--- src/rtl/tlex_pkg.sv ---
// shared types and constants of the token lexer
// no dependencies
`default_nettype none
package tlex_pkg;

  typedef enum logic [3:0] {
    M_IDLE  = 4'd0,
    M_PAIR  = 4'd1,
    M_SLASH = 4'd2,
    M_LCOMM = 4'd3,
    M_BCOMM = 4'd4,
    M_BSTAR = 4'd5,
    M_STR   = 4'd6,
    M_INT   = 4'd7,
    M_DOT   = 4'd8,
    M_FRAC  = 4'd9,
    M_IDENT = 4'd10
  } mode_t;

  localparam logic [1:0] CMD_BYTE  = 2'd0;
  localparam logic [1:0] CMD_END   = 2'd1;
  localparam logic [1:0] CMD_WRITE = 2'd2;

  localparam logic [5:0] K_DOT    = 6'd9;
  localparam logic [5:0] K_SLASH  = 6'd15;
  localparam logic [5:0] K_IDENT  = 6'd32;
  localparam logic [5:0] K_STRING = 6'd33;
  localparam logic [5:0] K_NUMBER = 6'd34;
  localparam logic [5:0] K_SYMBOL = 6'd35;
  localparam logic [5:0] K_EOF    = 6'd36;
  localparam logic [5:0] K_KW0    = 6'd37;
  localparam logic [3:0] KW_KIND_MAX = 4'd12;

  // one token leaving the front part; identifiers still need the table lookup
  typedef struct packed {
    logic [5:0]  kind;
    logic        is_ident;
    logic [63:0] ident;
    logic [3:0]  ident_count;
    logic        too_long;
    logic [23:0] start;
    logic [23:0] length;
    logic [23:0] line;
    logic        last;
  } tok_t;

  function automatic logic is_digit(input logic [7:0] c);
    return c >= "0" && c <= "9";
  endfunction

  function automatic logic is_alpha(input logic [7:0] c);
    return (c >= "a" && c <= "z") || (c >= "A" && c <= "Z");
  endfunction

  // second byte, single kind, double kind for a pair opener
  function automatic logic [19:0] pair_info(input logic [7:0] c);
    case (c)
      "{":     return {8'h7b, 6'd2, 6'd30};
      "}":     return {8'h7d, 6'd3, 6'd31};
      "*":     return {8'h2a, 6'd14, 6'd29};
      "!":     return {8'h3d, 6'd19, 6'd20};
      "=":     return {8'h3d, 6'd21, 6'd22};
      "<":     return {8'h3d, 6'd18, 6'd24};
      ">":     return {8'h3d, 6'd17, 6'd23};
      "&":     return {8'h26, 6'd25, 6'd26};
      default: return {8'h7c, 6'd27, 6'd28};
    endcase
  endfunction

endpackage
`default_nettype wire

--- src/rtl/tlex_front.sv ---
// scanner front part: per-byte state machine producing up to three tokens
// depends on tlex_pkg
`default_nettype none
module tlex_front #(
  parameter int MAX_KEYWORD_LEN = 8,
  parameter int POSITION_BITS   = 24
) (
  input  wire logic                 clk,
  input  wire logic                 rst,
  input  wire logic                 fire,
  input  wire logic [1:0]           command,
  input  wire logic [7:0]           char_code,
  output tlex_pkg::tok_t            tok [3],
  output logic [1:0]                tok_n
);
  localparam logic [POSITION_BITS-1:0] POS_MAX = '1;
  localparam logic [3:0] MKL = 4'(MAX_KEYWORD_LEN);

  tlex_pkg::mode_t          mode, mode_next;
  logic [7:0]               held, held_next;
  logic [POSITION_BITS-1:0] offs, offs_next, tstart, tstart_next, line, line_next;
  logic [63:0]              ibuf, ibuf_next;
  logic [3:0]               icnt, icnt_next;
  logic                     ilong, ilong_next;

  always_ff @(posedge clk) begin
    if (rst) begin
      mode <= tlex_pkg::M_IDLE; held <= '0; offs <= '0; tstart <= '0;
      line <= POSITION_BITS'(1); ibuf <= '0; icnt <= '0; ilong <= 1'b0;
    end else if (fire) begin
      mode <= mode_next; held <= held_next; offs <= offs_next;
      tstart <= tstart_next; line <= line_next; ibuf <= ibuf_next;
      icnt <= icnt_next; ilong <= ilong_next;
    end
  end

  always_comb begin
    logic [7:0] c;
    logic [19:0] pi;
    logic [POSITION_BITS-1:0] pos, dot;
    logic flush, start;
    c = char_code;
    pos = offs;
    dot = (pos != '0) ? pos - 1'b1 : '0;
    pi = tlex_pkg::pair_info(held);
    mode_next = mode; held_next = held; tstart_next = tstart; line_next = line;
    ibuf_next = ibuf; icnt_next = icnt; ilong_next = ilong;
    offs_next = offs;
    tok_n = 2'd0;
    flush = 1'b0; start = 1'b0;
    for (int k = 0; k < 3; k++) tok[k] = '0;

    // local emit helper is unrolled by hand through tok_n
    if (command == tlex_pkg::CMD_BYTE) begin
      if (offs != POS_MAX) offs_next = offs + 1'b1;
      case (mode)
        tlex_pkg::M_PAIR: begin
          if (c == pi[19:12]) begin
            tok[0].kind = pi[5:0]; tok[0].start = 24'(tstart); tok[0].length = 24'd2;
            tok[0].line = 24'(line); tok_n = 2'd1; mode_next = tlex_pkg::M_IDLE;
          end else begin
            flush = 1'b1;
          end
        end
        tlex_pkg::M_SLASH: begin
          if (c == "/") mode_next = tlex_pkg::M_LCOMM;
          else if (c == "*") mode_next = tlex_pkg::M_BCOMM;
          else flush = 1'b1;
        end
        tlex_pkg::M_LCOMM: begin
          if (c == 8'h0a) begin mode_next = tlex_pkg::M_IDLE; flush = 1'b1; end
        end
        tlex_pkg::M_BCOMM: begin
          if (c == "*") mode_next = tlex_pkg::M_BSTAR;
          else if (c == 8'h0a && line != POS_MAX) line_next = line + 1'b1;
        end
        tlex_pkg::M_BSTAR: begin
          if (c == "/") mode_next = tlex_pkg::M_IDLE;
          else if (c != "*") begin
            mode_next = tlex_pkg::M_BCOMM;
            if (c == 8'h0a && line != POS_MAX) line_next = line + 1'b1;
          end
        end
        tlex_pkg::M_STR: begin
          if (c == held) begin
            tok[0].kind = tlex_pkg::K_STRING;
            tok[0].start = 24'(tstart + 1'b1);
            tok[0].length = (pos > tstart) ? 24'(pos - tstart - 1'b1) : 24'd0;
            tok[0].line = 24'(line); tok_n = 2'd1; mode_next = tlex_pkg::M_IDLE;
          end else if (c == 8'h0a && line != POS_MAX) begin
            line_next = line + 1'b1;
          end
        end
        tlex_pkg::M_INT: begin
          if (c == ".") mode_next = tlex_pkg::M_DOT;
          else if (!tlex_pkg::is_digit(c)) flush = 1'b1;
        end
        tlex_pkg::M_DOT: begin
          if (tlex_pkg::is_digit(c)) mode_next = tlex_pkg::M_FRAC;
          else flush = 1'b1;
        end
        tlex_pkg::M_FRAC: begin
          if (!tlex_pkg::is_digit(c)) flush = 1'b1;
        end
        tlex_pkg::M_IDENT: begin
          if (tlex_pkg::is_alpha(c) || tlex_pkg::is_digit(c) || c == "_") begin
            if (icnt < MKL) begin
              ibuf_next = ibuf | (64'(c) << {icnt[2:0], 3'b000});
              icnt_next = icnt + 1'b1;
            end else begin
              ilong_next = 1'b1;
            end
          end else begin
            flush = 1'b1;
          end
        end
        default: flush = 1'b1;
      endcase
      start = flush;
    end else if (command == tlex_pkg::CMD_END) begin
      flush = 1'b1;
    end

    if (flush) begin
      tok[0].start = 24'(tstart); tok[0].line = 24'(line);
      tok[1].line = 24'(line);
      case (mode)
        tlex_pkg::M_PAIR: begin
          tok[0].kind = pi[11:6]; tok[0].length = 24'd1; tok_n = 2'd1;
        end
        tlex_pkg::M_SLASH: begin
          tok[0].kind = tlex_pkg::K_SLASH; tok[0].length = 24'd1; tok_n = 2'd1;
        end
        tlex_pkg::M_INT, tlex_pkg::M_FRAC: begin
          tok[0].kind = tlex_pkg::K_NUMBER;
          tok[0].length = (pos > tstart) ? 24'(pos - tstart) : 24'd0; tok_n = 2'd1;
        end
        tlex_pkg::M_DOT: begin
          tok[0].kind = tlex_pkg::K_NUMBER;
          tok[0].length = (dot > tstart) ? 24'(dot - tstart) : 24'd0;
          tok[1].kind = tlex_pkg::K_DOT; tok[1].start = 24'(dot);
          tok[1].length = 24'd1; tok_n = 2'd2; tstart_next = dot;
        end
        tlex_pkg::M_IDENT: begin
          tok[0].kind = tlex_pkg::K_IDENT; tok[0].is_ident = 1'b1;
          tok[0].ident = ibuf; tok[0].ident_count = icnt; tok[0].too_long = ilong;
          tok[0].length = (pos > tstart) ? 24'(pos - tstart) : 24'd0; tok_n = 2'd1;
        end
        default: ;
      endcase
      mode_next = tlex_pkg::M_IDLE;
    end

    if (start) begin
      tstart_next = pos;
      tok[tok_n].start = 24'(pos); tok[tok_n].length = 24'd1;
      tok[tok_n].line = 24'(line);
      case (c)
        "(": begin tok[tok_n].kind = 6'd0;  tok_n = tok_n + 1'b1; end
        ")": begin tok[tok_n].kind = 6'd1;  tok_n = tok_n + 1'b1; end
        "[": begin tok[tok_n].kind = 6'd4;  tok_n = tok_n + 1'b1; end
        "]": begin tok[tok_n].kind = 6'd5;  tok_n = tok_n + 1'b1; end
        "@": begin tok[tok_n].kind = 6'd6;  tok_n = tok_n + 1'b1; end
        ":": begin tok[tok_n].kind = 6'd7;  tok_n = tok_n + 1'b1; end
        ";": begin tok[tok_n].kind = 6'd8;  tok_n = tok_n + 1'b1; end
        ".": begin tok[tok_n].kind = tlex_pkg::K_DOT; tok_n = tok_n + 1'b1; end
        "?": begin tok[tok_n].kind = 6'd10; tok_n = tok_n + 1'b1; end
        ",": begin tok[tok_n].kind = 6'd11; tok_n = tok_n + 1'b1; end
        "+": begin tok[tok_n].kind = 6'd12; tok_n = tok_n + 1'b1; end
        "-": begin tok[tok_n].kind = 6'd13; tok_n = tok_n + 1'b1; end
        "%": begin tok[tok_n].kind = 6'd16; tok_n = tok_n + 1'b1; end
        "{", "}", "*", "!", "=", "<", ">", "&", "|": begin
          mode_next = tlex_pkg::M_PAIR; held_next = c;
        end
        " ", 8'h0d, 8'h09: ;
        8'h0a: if (line != POS_MAX) line_next = line + 1'b1;
        "/": mode_next = tlex_pkg::M_SLASH;
        8'h22, 8'h27: begin mode_next = tlex_pkg::M_STR; held_next = c; end
        default: begin
          if (tlex_pkg::is_digit(c)) begin
            mode_next = tlex_pkg::M_INT;
          end else if (tlex_pkg::is_alpha(c) || c == "_") begin
            mode_next = tlex_pkg::M_IDENT; ibuf_next = 64'(c);
            icnt_next = 4'd1; ilong_next = 1'b0;
          end else begin
            tok[tok_n].kind = tlex_pkg::K_SYMBOL; tok_n = tok_n + 1'b1;
          end
        end
      endcase
    end

    if (command == tlex_pkg::CMD_END) begin
      tok[tok_n].kind = tlex_pkg::K_EOF;
      tok[tok_n].start = 24'(tstart_next);
      tok[tok_n].length = 24'd0;
      tok[tok_n].line = 24'(line);
      tok_n = tok_n + 1'b1;
      mode_next = tlex_pkg::M_IDLE; held_next = '0; offs_next = '0; tstart_next = '0;
      line_next = POSITION_BITS'(1); ibuf_next = '0; icnt_next = '0; ilong_next = 1'b0;
    end
    if (tok_n != 2'd0) tok[tok_n - 1'b1].last = 1'b1;
  end
endmodule
`default_nettype wire

--- config.mk ---
export PLATFORM = sky130hd
export DESIGN_NAME = tlex_front
export DESIGN_NICKNAME = d
export VERILOG_FILES = /design/src/rtl/tlex_pkg.sv /design/src/rtl/tlex_front.sv
export SDC_FILE = /design/constraint.sdc
export NUM_CORES = 1
export LEC_CHECK = 0
export BUFFER_PORTS_ARGS = -buffer_cell sky130_fd_sc_hd__clkbuf_2
export CORE_MARGIN = 3
export CORE_UTILIZATION = 25
export DETAILED_ROUTE_END_ITERATION = 10
export HOLD_SLACK_MARGIN = 0.15
export PLACE_DENSITY_LB_ADDON = 0.15
export SLEW_MARGIN = 20
export SYNTH_ARGS = -nofsm -noshare
export SYNTH_HDL_FRONTEND = slang
export SYNTH_SLANG_ARGS = --single-unit
--- constraint.sdc ---
create_clock -name clk -period 13 [get_ports clk]
set_clock_uncertainty 0.1 [all_clocks]
set_input_delay 1.3 -clock clk [delete_from_list [all_inputs] [get_ports clk]]
set_output_delay 1.3 -clock clk [all_outputs]
set_load 0.01 [all_outputs]
; Word level (Yosys, flattened, before mapping)
; Index checks and enable logic that the tools add are counted.
[op_classes]
add_sub_neg = 11
magnitude_cmp = 15
eq_ne = 54
shift = 1
muxes = 155
bitwise = 4
n_reduce_logical = 33
[op_table]
columns = operator, n
row1 = 447-bit bitwise mux, 22
row2 = 447-bit case mux with 14 select lines, 1
row3 = 149-bit demux with 2-bit select, 9
row4 = 447-bit two-way mux, 5
row5 = 64-bit two-way mux, 9
row6 = 24-bit two-way mux, 21
row7 = 149-bit two-way mux, 2
row8 = 72-bit two-way mux, 4
row9 = 8-bit by 6-bit == test with 1-bit output (second input constant), 26
row10 = 19-bit case mux with 8 select lines, 1
row11 = 148-bit two-way mux, 1
row12 = 73-bit two-way mux, 2
row13 = 24-bit case mux with 3 select lines, 2
row14 = 72-bit case mux with 2 select lines, 1
row15 = 4-bit two-way mux, 27
row16 = 49-bit two-way mux, 2
row17 = 24-bit by 1-bit adder with 24-bit output (second input constant), 3
row18 = 8-bit by 7-bit == test with 1-bit output (second input constant), 9
row19 = 70-bit two-way mux, 1
row20 = 64-bit OR, 1
row21 = 8-bit by 6-bit << shifter with 64-bit output, 1
row22 = 25-bit two-way mux, 2
row23 = 24-bit > comparator, 2
row24 = 48-bit two-way mux, 1
row25 = 48 further kinds, 118
[totals]
ff_bits = 153
input_bits = 13

; Logic depth before layout (Yosys ltp)
; Gate-level depths: netlist of run 1.
[logic_depth]
ltp_word = 29
mapped_depth = 23
mapped_depth_nobuf = 19

; Least setup slack after synthesis of run 1
; No wires, ideal clock.
[synth_path]
path_type = input -> output
startpoint = input char_code[6]
endpoint = output tok[326] (netlist bit)
arrival_ns = 5.549
required_time_ns = 11.600
path_slack_ns = 6.051
stages = 18
path_buffers = 4
cell_sequence = clkbuf_1 or4b_2 o41a_1 o21ai_0 nand4_1 a2111o_1 nand3_1 buf_2 buf_2 ha_1 nor2_1 a21oi_1 ha_1 and2_1 buf_2 nor2_1 nand2_1 o31ai_1
[synth_rtl]
columns = item, line
row1 = start: declaration, tlex_front.sv:12  ; input wire logic [7:0] char_code,
row2 = end: declaration, tlex_front.sv:13  ; output tlex_pkg::tok_t tok [3],

==> results of run 1 <==
==> registers in the layout (all words and copies together) (netlist names) <==
| signal | flops |
|---|---|
| held | 8 |
| tstart | 24 |
| mode | 4 |
| line | 24 |
| icnt | 4 |
| offs | 24 |
| ibuf | 64 |
| ilong | 1 |
==> Yosys cell counts (all sizes together), types with 62 or more instances <==
cell type,n
a21oi,219
inv,74
dfxtp,153
nand3,75
nor3,76
nor2,202
o22ai,62
nand2,245
and3,133
o21ai,183
clkbuf,177
xnor2,63
buf,216
==> routing by layer <==
layer,track usage (%),vias up,wire [um]
met5,0,-,0
met4,6.98,0,2180
met2,35.1,792,39200
li1,-,9408,-
met3,2.63,94,5070
met1,27.3,9628,35200
==> critical path: stages <==
cell,delay [ps]
clkbuf_2,280
or4b_2,930
o41a_1,450
o21ai_0,240
nand4_1,230
a2111o_1,680
nand3_1,790
buf_4,370
ha_1,280
nor2_1,200
a21oi_1,120
ha_1,260
nand2_2,50
buf_4,420
nand2_1,610
nor2_1,590
o21ai_0,180
o221ai_1,100
clkbuf_2,170
==> path summary, 6_finish.rpt <==
kind | end
worst max-delay path | tok[331]
worst min register to register | ibuf[33]$_SDFFE_PP0P_
worst min-delay path | ibuf[33]$_SDFFE_PP0P_
worst max register to register | tstart[14]$_SDFFE_PP0P_
==> kinds of logic after synthesis <==
family | Yosys count | share of synthesized area [%]
multiplexers | 13 | 0.746
adder cells (fa/ha/maj) | 61 | 4.37
flip-flops | 153 | 17.2
AND/OR/NAND/NOR | 1009 | 29.0
buffers and inverters | 468 | 13.9
other | 1 | 0.0211
XOR/XNOR | 104 | 5.20
AO/OA/AOI/OAI | 807 | 29.5
==> through the flow <==
step | instances | worst slack (ps) | util [%]
detailed placement | 3656 | 3370 | 27.2
finish | 3689 | 3310 | 28.1
CTS | 3688 | 3380 | 28.1
global route | 3689 | 2790 | 28.1
floorplan | 2801 | 6050 | -
global placement | 3655 | 3640 | 27.2
==> layout make-up <==
type / instances / area (um2)
diodes: 1 / 2.50
clock buffers: 17 / 425
clock inverters: 15 / 196
fillers: 7815 / 50500
inverters: 75 / 282
multi-input cells: 2180 / 13000
flip-flops and latches: 153 / 3060
well taps: 940 / 1180
repair buffers: 308 / 1630
==> power by group through the flow <==
stage | registers [mW] | logic [mW] | clock network, mW
2_1_floorplan | 0.483 | 0.301 | 0
3_3_place_gp | 0.487 | 0.374 | 0
3_5_place_dp | 0.487 | 0.375 | 0
4_1_cts | 0.476 | 0.377 | 0.540
5_1_grt | 0.477 | 0.414 | 0.557
6_report | 0.476 | 0.381 | 0.528
==> key figures, run 1 <==
Detailed routing
  • Final WL: 81.7 mm
  • DRC Markers: 0
  • DR iter-0 viols: 1,880
  • DR vias: between 15,000 and 20,000
  • Vias per std cell: 5.40
  • Drt first pass iters: 6
  • Detail Route Antenna Nets: 0
  • Wire length per cell: 22.1 um

Clock network
  • H-tree depth: 4
  • Worst-case clock buffer depth: 2
  • CTS sink cnt: 153
  • CTS Hold Bufs: 0
  • CTS tree: done
  • Worst skew pair latency: 470 ps
  • Root buf cell: clkbuf_16
  • Num CTS Buffers: 17
  • Postcts setup bufs: 0
  • Post-cts resize count: 0
  • Clk pin slew, worst setup/hold paths: approximately 80 ps

Power
  • Power per Cell Area: 70.1 nW/um2
  • Max VDD drop: 98.1 uV
  • Clock share of power: 38.1%
  • Comb power frac: 27.5%
  • Overall Power: 1.39 mW
  • Flop pwr share: 34.4%
  • Switching share of power: 38.9%
  • Leakage: 8.21 nW
  • Net switching power figure: 540 uW
  • P_int: roughly 850 uW

Worst setup path
  • Worst reg2reg path startpoint: mode[2]$_SDFFE_PP0P_
  • CP Data Arrival Time: ~8300 ps
  • R2R cell count: 11
  • Critical Path Start Type: input port
  • WP data required: 11,600 ps
  • Critical path class: input port to output port
  • Worst setup EP type: output port
  • Worst Setup SP: char_code[4]
  • R2r setup slk: 6740 ps
  • CP max FO: 50

Status
  • Status: finished, final reports clean

Logic synthesis
  • Top_reg_cell synth: dfxtp_1
  • Post-synth ARST share: 0%
  • Synth area leader: dfxtp_1
  • Top post-synthesis cells by area: dfxtp_1 (17%), buf_4 (7.9%), a21oi_1 (6.1%), nand2_1 (5.2%), o21ai_0 (5.0%)
  • Syn Area/Cell: 6.79 um2
  • Sequential area share after synthesis: 17.2%
  • Post-synth cell types: 94
  • Warnings from Yosys: 0
  • Post-synth EDFFs: 0
  • FF+latch count, synth: 153
  • Cell Area, Synth: 17,800 um2
  • Yosys top cell area share: approximately 17%
  • Cells after Synth: 2,616

Finish
  • P&R area growth vs syn: 11.2%
  • Commonest non-fill, non-tap cell in the layout: clkbuf_2
  • Layout cells sized above 1: 14.3%
  • Commonest cells after routing, fill and taps aside: clkbuf_2 (275), nand2_1 (244), a21oi_1 (216), nor2_1 (197), conb_1 (186)
  • Final instance area: 19,800 um2
  • Final nets: between 2,000 and 3,000

Floorplan
  • Core Footprint: 70,300 um2
  • DIE AREA: 74,300 um2
  • Row count: 97
  • IO Pins: between 400 and 500
  • Die W: 273 um
  • Chip Height: 273 um
  • Starting density of the core: 25.3%

STA
  • Period utilization: 74.5%
  • Final setup viols: 0
  • Unrepaired setup endpoints after global routing: no
  • Crit path time final: 9690 ps
  • Slew Limit Fails: 0
  • Peak Freq: ~100 MHz
  • Final hold slack: 359 ps
  • Worst-Margin Slew: 1160 ps
  • Setup tns final: 0 ps
  • Final hold viol count: 0
  • Slew HR: 22.3%

GRT
  • Total track usage: 20.8%
  • First-pass GRT wire length: 120 mm
  • Total grt overflow: 0
  • Initial antenna violation count: 1
  • Vias in the first global route: 18,563
  • Largest net degree at the start of global routing: slightly above 70

Placement
  • Placed Area: 19,100 um2
  • I/O Buffers: between 200 and 300
  • GP Congestion: slightly below 0.9
  • DP HPWL: 62.7 mm

Worst hold path
  • Min-Delay Path Class: flip-flop to flip-flop
  • Hold Path Cell Cnt: 1
  • Hold path start: ibuf[33]$_SDFFE_PP0P_

Flow run
  • Max Cap Violations: 0
No activity file was read; power rests on OpenSTA's default activity.
==> inputs of run 2 (changes only) <==
Settings changed: ABC_AREA from default to 1.
Clock period 13 ns to 7.8 ns, I/O delays scaled along.
==> key figures, run 2 <==
Status
  • Status: finished, final reports clean (unchanged)

Placement
  • I/O Buffers: 275 (unchanged)
  • Placed Area: 21,200 um2 (was 19,100 um2)
  • DP HPWL: 74.9 mm (was 62.7 mm)
  • GP Congestion: 0.964 (was 0.895)

STA
  • Final setup viols: 0 (unchanged)
  • Slew HR: 27.4% (was 22.3%)
  • Worst-Margin Slew: 1080 ps (was 1160 ps)
  • Final hold slack: 367 ps (was 359 ps)
  • Setup tns final: 0 ps (unchanged)
  • Unrepaired setup endpoints after global routing: no (unchanged)
  • Period utilization: 86.9%
  • Crit path time final: 6780 ps
  • Final hold viol count: 0 (unchanged)
  • Slew Limit Fails: 0 (unchanged)
  • Peak Freq: 147 MHz

Detailed routing
  • DR iter-0 viols: 2,127 (was 1,880)
  • Wire length per cell: 20.6 um (was 22.1 um)
  • Final WL: 97.5 mm (was 81.7 mm)
  • DR vias: 23,851 (was 19,922)
  • Detail Route Antenna Nets: 0 (unchanged)
  • DRC Markers: 0 (unchanged)
  • Vias per std cell: 5.03 (was 5.40)
  • Drt first pass iters: 6 (unchanged)

Finish
  • Final instance area: 21,800 um2 (was 19,800 um2)
  • Commonest cells after routing, fill and taps aside: nand2_1 (851), nor2_1 (406), inv_1 (368), nand3_1 (287), clkbuf_2 (274) (was clkbuf_2 (275), nand2_1 (244), a21oi_1 (216), nor2_1 (197), conb_1 (186))
  • P&R area growth vs syn: 11.0% (was 11.2%)
  • Layout cells sized above 1: 11.1% (was 14.3%)
  • Final nets: 3,758 (was 2,808)
  • Most flops, register: ibuf (unchanged)
  • Max reg flops: 64 (unchanged)
  • Commonest non-fill, non-tap cell in the layout: nand2_1 (was clkbuf_2)
  • Fillers: 9,115 (was 7,815)

GRT
  • First-pass GRT wire length: 144 mm (was 120 mm)
  • Initial antenna violation count: 4 (was 1)
  • Vias in the first global route: 22,347 (was 18,563)
  • Total grt overflow: 0 (unchanged)
  • Largest net degree at the start of global routing: 71 (was 72)
  • Total track usage: 22.9% (was 20.8%)

Flow run
  • Max Cap Violations: 0 (unchanged)

Logic synthesis
  • Warnings from Yosys: 0 (unchanged)
  • Synth Area in Adders: 3.89% (was 4.36%)
  • Top post-synthesis cells by area: nand2_1 (16%), dfxtp_1 (16%), nor2_1 (7.8%), buf_4 (7.6%), nand3_1 (7.3%) (was dfxtp_1 (17%), buf_4 (7.9%), a21oi_1 (6.1%), nand2_1 (5.2%), o21ai_0 (5.0%))
  • Synth Area in Compound Gates: 20.7% (was 29.5%)
  • Largest family of logic cells by synthesized area: simple AND/OR/NAND/NOR gates (was compound AO/OA/AOI/OAI gates)
  • Cell Area, Synth: 19,700 um2 (was 17,800 um2)
  • Synth area leader: nand2_1 (was dfxtp_1)
  • Post-synth ARST share: 0% (unchanged)
  • Yosys top cell area share: 16.3% (was 17.2%)
  • Post-synth EDFFs: 0 (unchanged)
  • FF+latch count, synth: 153 (unchanged)
  • Top_reg_cell synth: dfxtp_1 (unchanged)
  • Cells after Synth: 3,523 (was 2,616)
  • Synth Area in Simple Gates: 37.1% (was 29.0%)
  • Post-synth cell types: 57 (was 94)
  • Post-synthesis mux area share: 0% (was 0.746%)
  • Xor/xnor share of the synthesized area: 4.14% (was 5.20%)
  • Sequential area share after synthesis: 15.6% (was 17.2%)
  • Commonest cells in the netlist: nand2_1 (854), nor2_1 (409), inv_1 (368) (was nand2_1 (245), a21oi_1 (217), nor2_1 (202))
  • Most frequent cell after synthesis: nand2_1 (unchanged)
  • Syn Area/Cell: 5.59 um2 (was 6.79 um2)

Clock network
  • Worst skew pair latency: 500 ps (was 470 ps)
  • CTS Hold Bufs: 0 (unchanged)
  • CTS sink cnt: 153 (unchanged)
  • Num CTS Buffers: 17 (unchanged)
  • Worst-case clock buffer depth: 2 (unchanged)
  • Postcts setup bufs: 0 (unchanged)
  • CTS tree: done (unchanged)
  • Root buf cell: clkbuf_16 (unchanged)
  • Post-cts resize count: 0 (unchanged)
  • Clk pin slew, worst setup/hold paths: 70 ps (was 80 ps)
  • H-tree depth: 4 (unchanged)

Power
  • Overall Power: 2.52 mW (was 1.39 mW)
  • Max VDD drop: 171 uV (was 98.1 uV)
  • Power per Cell Area: 115 nW/um2 (was 70.1 nW/um2)
  • Leakage: 9.85 nW (was 8.21 nW)

Worst hold path
  • Hold path start: ibuf[28]$_SDFFE_PP0P_ (was ibuf[33]$_SDFFE_PP0P_)
  • Min-Delay Path Class: flip-flop to flip-flop (unchanged)
  • Hold endpoint: ibuf[28]$_SDFFE_PP0P_ (was ibuf[33]$_SDFFE_PP0P_)
  • Hold Path Cell Cnt: 2 (was 1)

Worst setup path
  • Worst reg2reg path startpoint: held[1]$_SDFFE_PP0P_ (was mode[2]$_SDFFE_PP0P_)
  • WP data required: 6920 ps (was 11,600 ps)
  • CP Data Arrival Time: 5900 ps (was 8290 ps)
  • CP max FO: 25 (was 50)
  • Critical Path Start Type: input port (unchanged)
  • R2r setup slk: 3530 ps (was 6740 ps)
  • Reg2reg end: tstart[13]$_SDFFE_PP0P_ (was tstart[14]$_SDFFE_PP0P_)
  • Worst setup EP type: output port (unchanged)
  • Critical path class: input port to output port (unchanged)
  • R2R cell count: 20 (was 11)

Floorplan
  • Core Footprint: 77,700 um2 (was 70,300 um2)
  • Row count: 102 (was 97)
  • Starting density of the core: 25.3% (about the same)
  • Die W: 287 um (was 273 um)
  • Chip Height: 287 um (was 273 um)
  • IO Pins: 462 (unchanged)
  • DIE AREA: 82,200 um2 (was 74,300 um2)
run 2: cell count changes after synthesis, sizes merged, moves of 51 or more:
cell / before / now
a21oi: 219 / 274
inv: 74 / 388
xnor2: 63 / 12
nand3: 75 / 289
and3: 133 / 0
nor2: 202 / 418
nand2: 245 / 860
o21ai: 183 / 272
clkbuf: 177 / 99
run 2: cell families after synthesis:
group,after synthesis
fa+ha+maj,60
flops,153
buf+inv,760
xor+xnor,93
simple gates,1730
compound gates,726
other cells,1
run 2: final cells by class:
class,count,area (um2),share of cell area [%]
diodes,4,10.0,0.0458
clock buffers,18,429,1.96
clock inverters,14,160,0.733
inverters,401,1510,6.91
multi-input cells,2795,13700,62.6
flip-flops and latches,153,3060,14.0
well taps,1040,1300,5.96
repair buffers,317,1690,7.76
run 2: worst max path at each step:
| stage | startpoint | end | depth (start not counted) |
|---|---|---|---|
| floorplan | char_code[2] | tok[214] | 25 |
| detailed placement | char_code[1] | tok[10] | 26 |
| global route | char_code[0] | tok[10] | 27 |
| CTS | char_code[1] | tok[10] | 26 |
| finish | char_code[1] | tok[10] | 26 |
| global placement | char_code[1] | tok[10] | 26 |
run 2: worst max-delay path, cell delays in order:
cell and delay, ps:
clkbuf_2 260, inv_1 180, nand2_1 160, nor2_1 100
o211ai_2 350, nand2_4 230, inv_2 140, nand2_1 60
nand2_1 120, a21oi_4 60, nand3_4 140, nand2_4 70
inv_4 260, nand2_2 290, ha_1 370, inv_1 60
a21oi_1 130, nand3_1 90, nand2_1 150, inv_1 60
ha_1 190, nand2_1 410, nand2_1 180, inv_1 750
nor2_1 110, clkbuf_2 170
run 2: where the power goes:
group	internal, mW	switching (mW)
clock	0.454	0.452
sequential	0.784	0.00569
combinational	0.207	0.618
run 2: metrics by stage:
step / util, % / cells / setup slack (ps)
2_1_floorplan: - / 3708 / 2850
3_3_place_gp: 27.3 / 4706 / 1210
3_5_place_dp: 27.3 / 4706 / 1060
4_1_cts: 28.1 / 4738 / 1040
5_1_grt: 28.1 / 4738 / 578
6_report: 28.1 / 4742 / 1020
run 2: metal layers:
metal	routed length (um)	share of wire, %	GRT usage, %	vias to the layer above
li1	-	-	-	11535
met1	42100	43	29.7	11290
met2	46900	48	38.9	905
met3	5450	5.6	2.87	121
met4	3070	3.1	8.12	0
met5	0	0	0	-
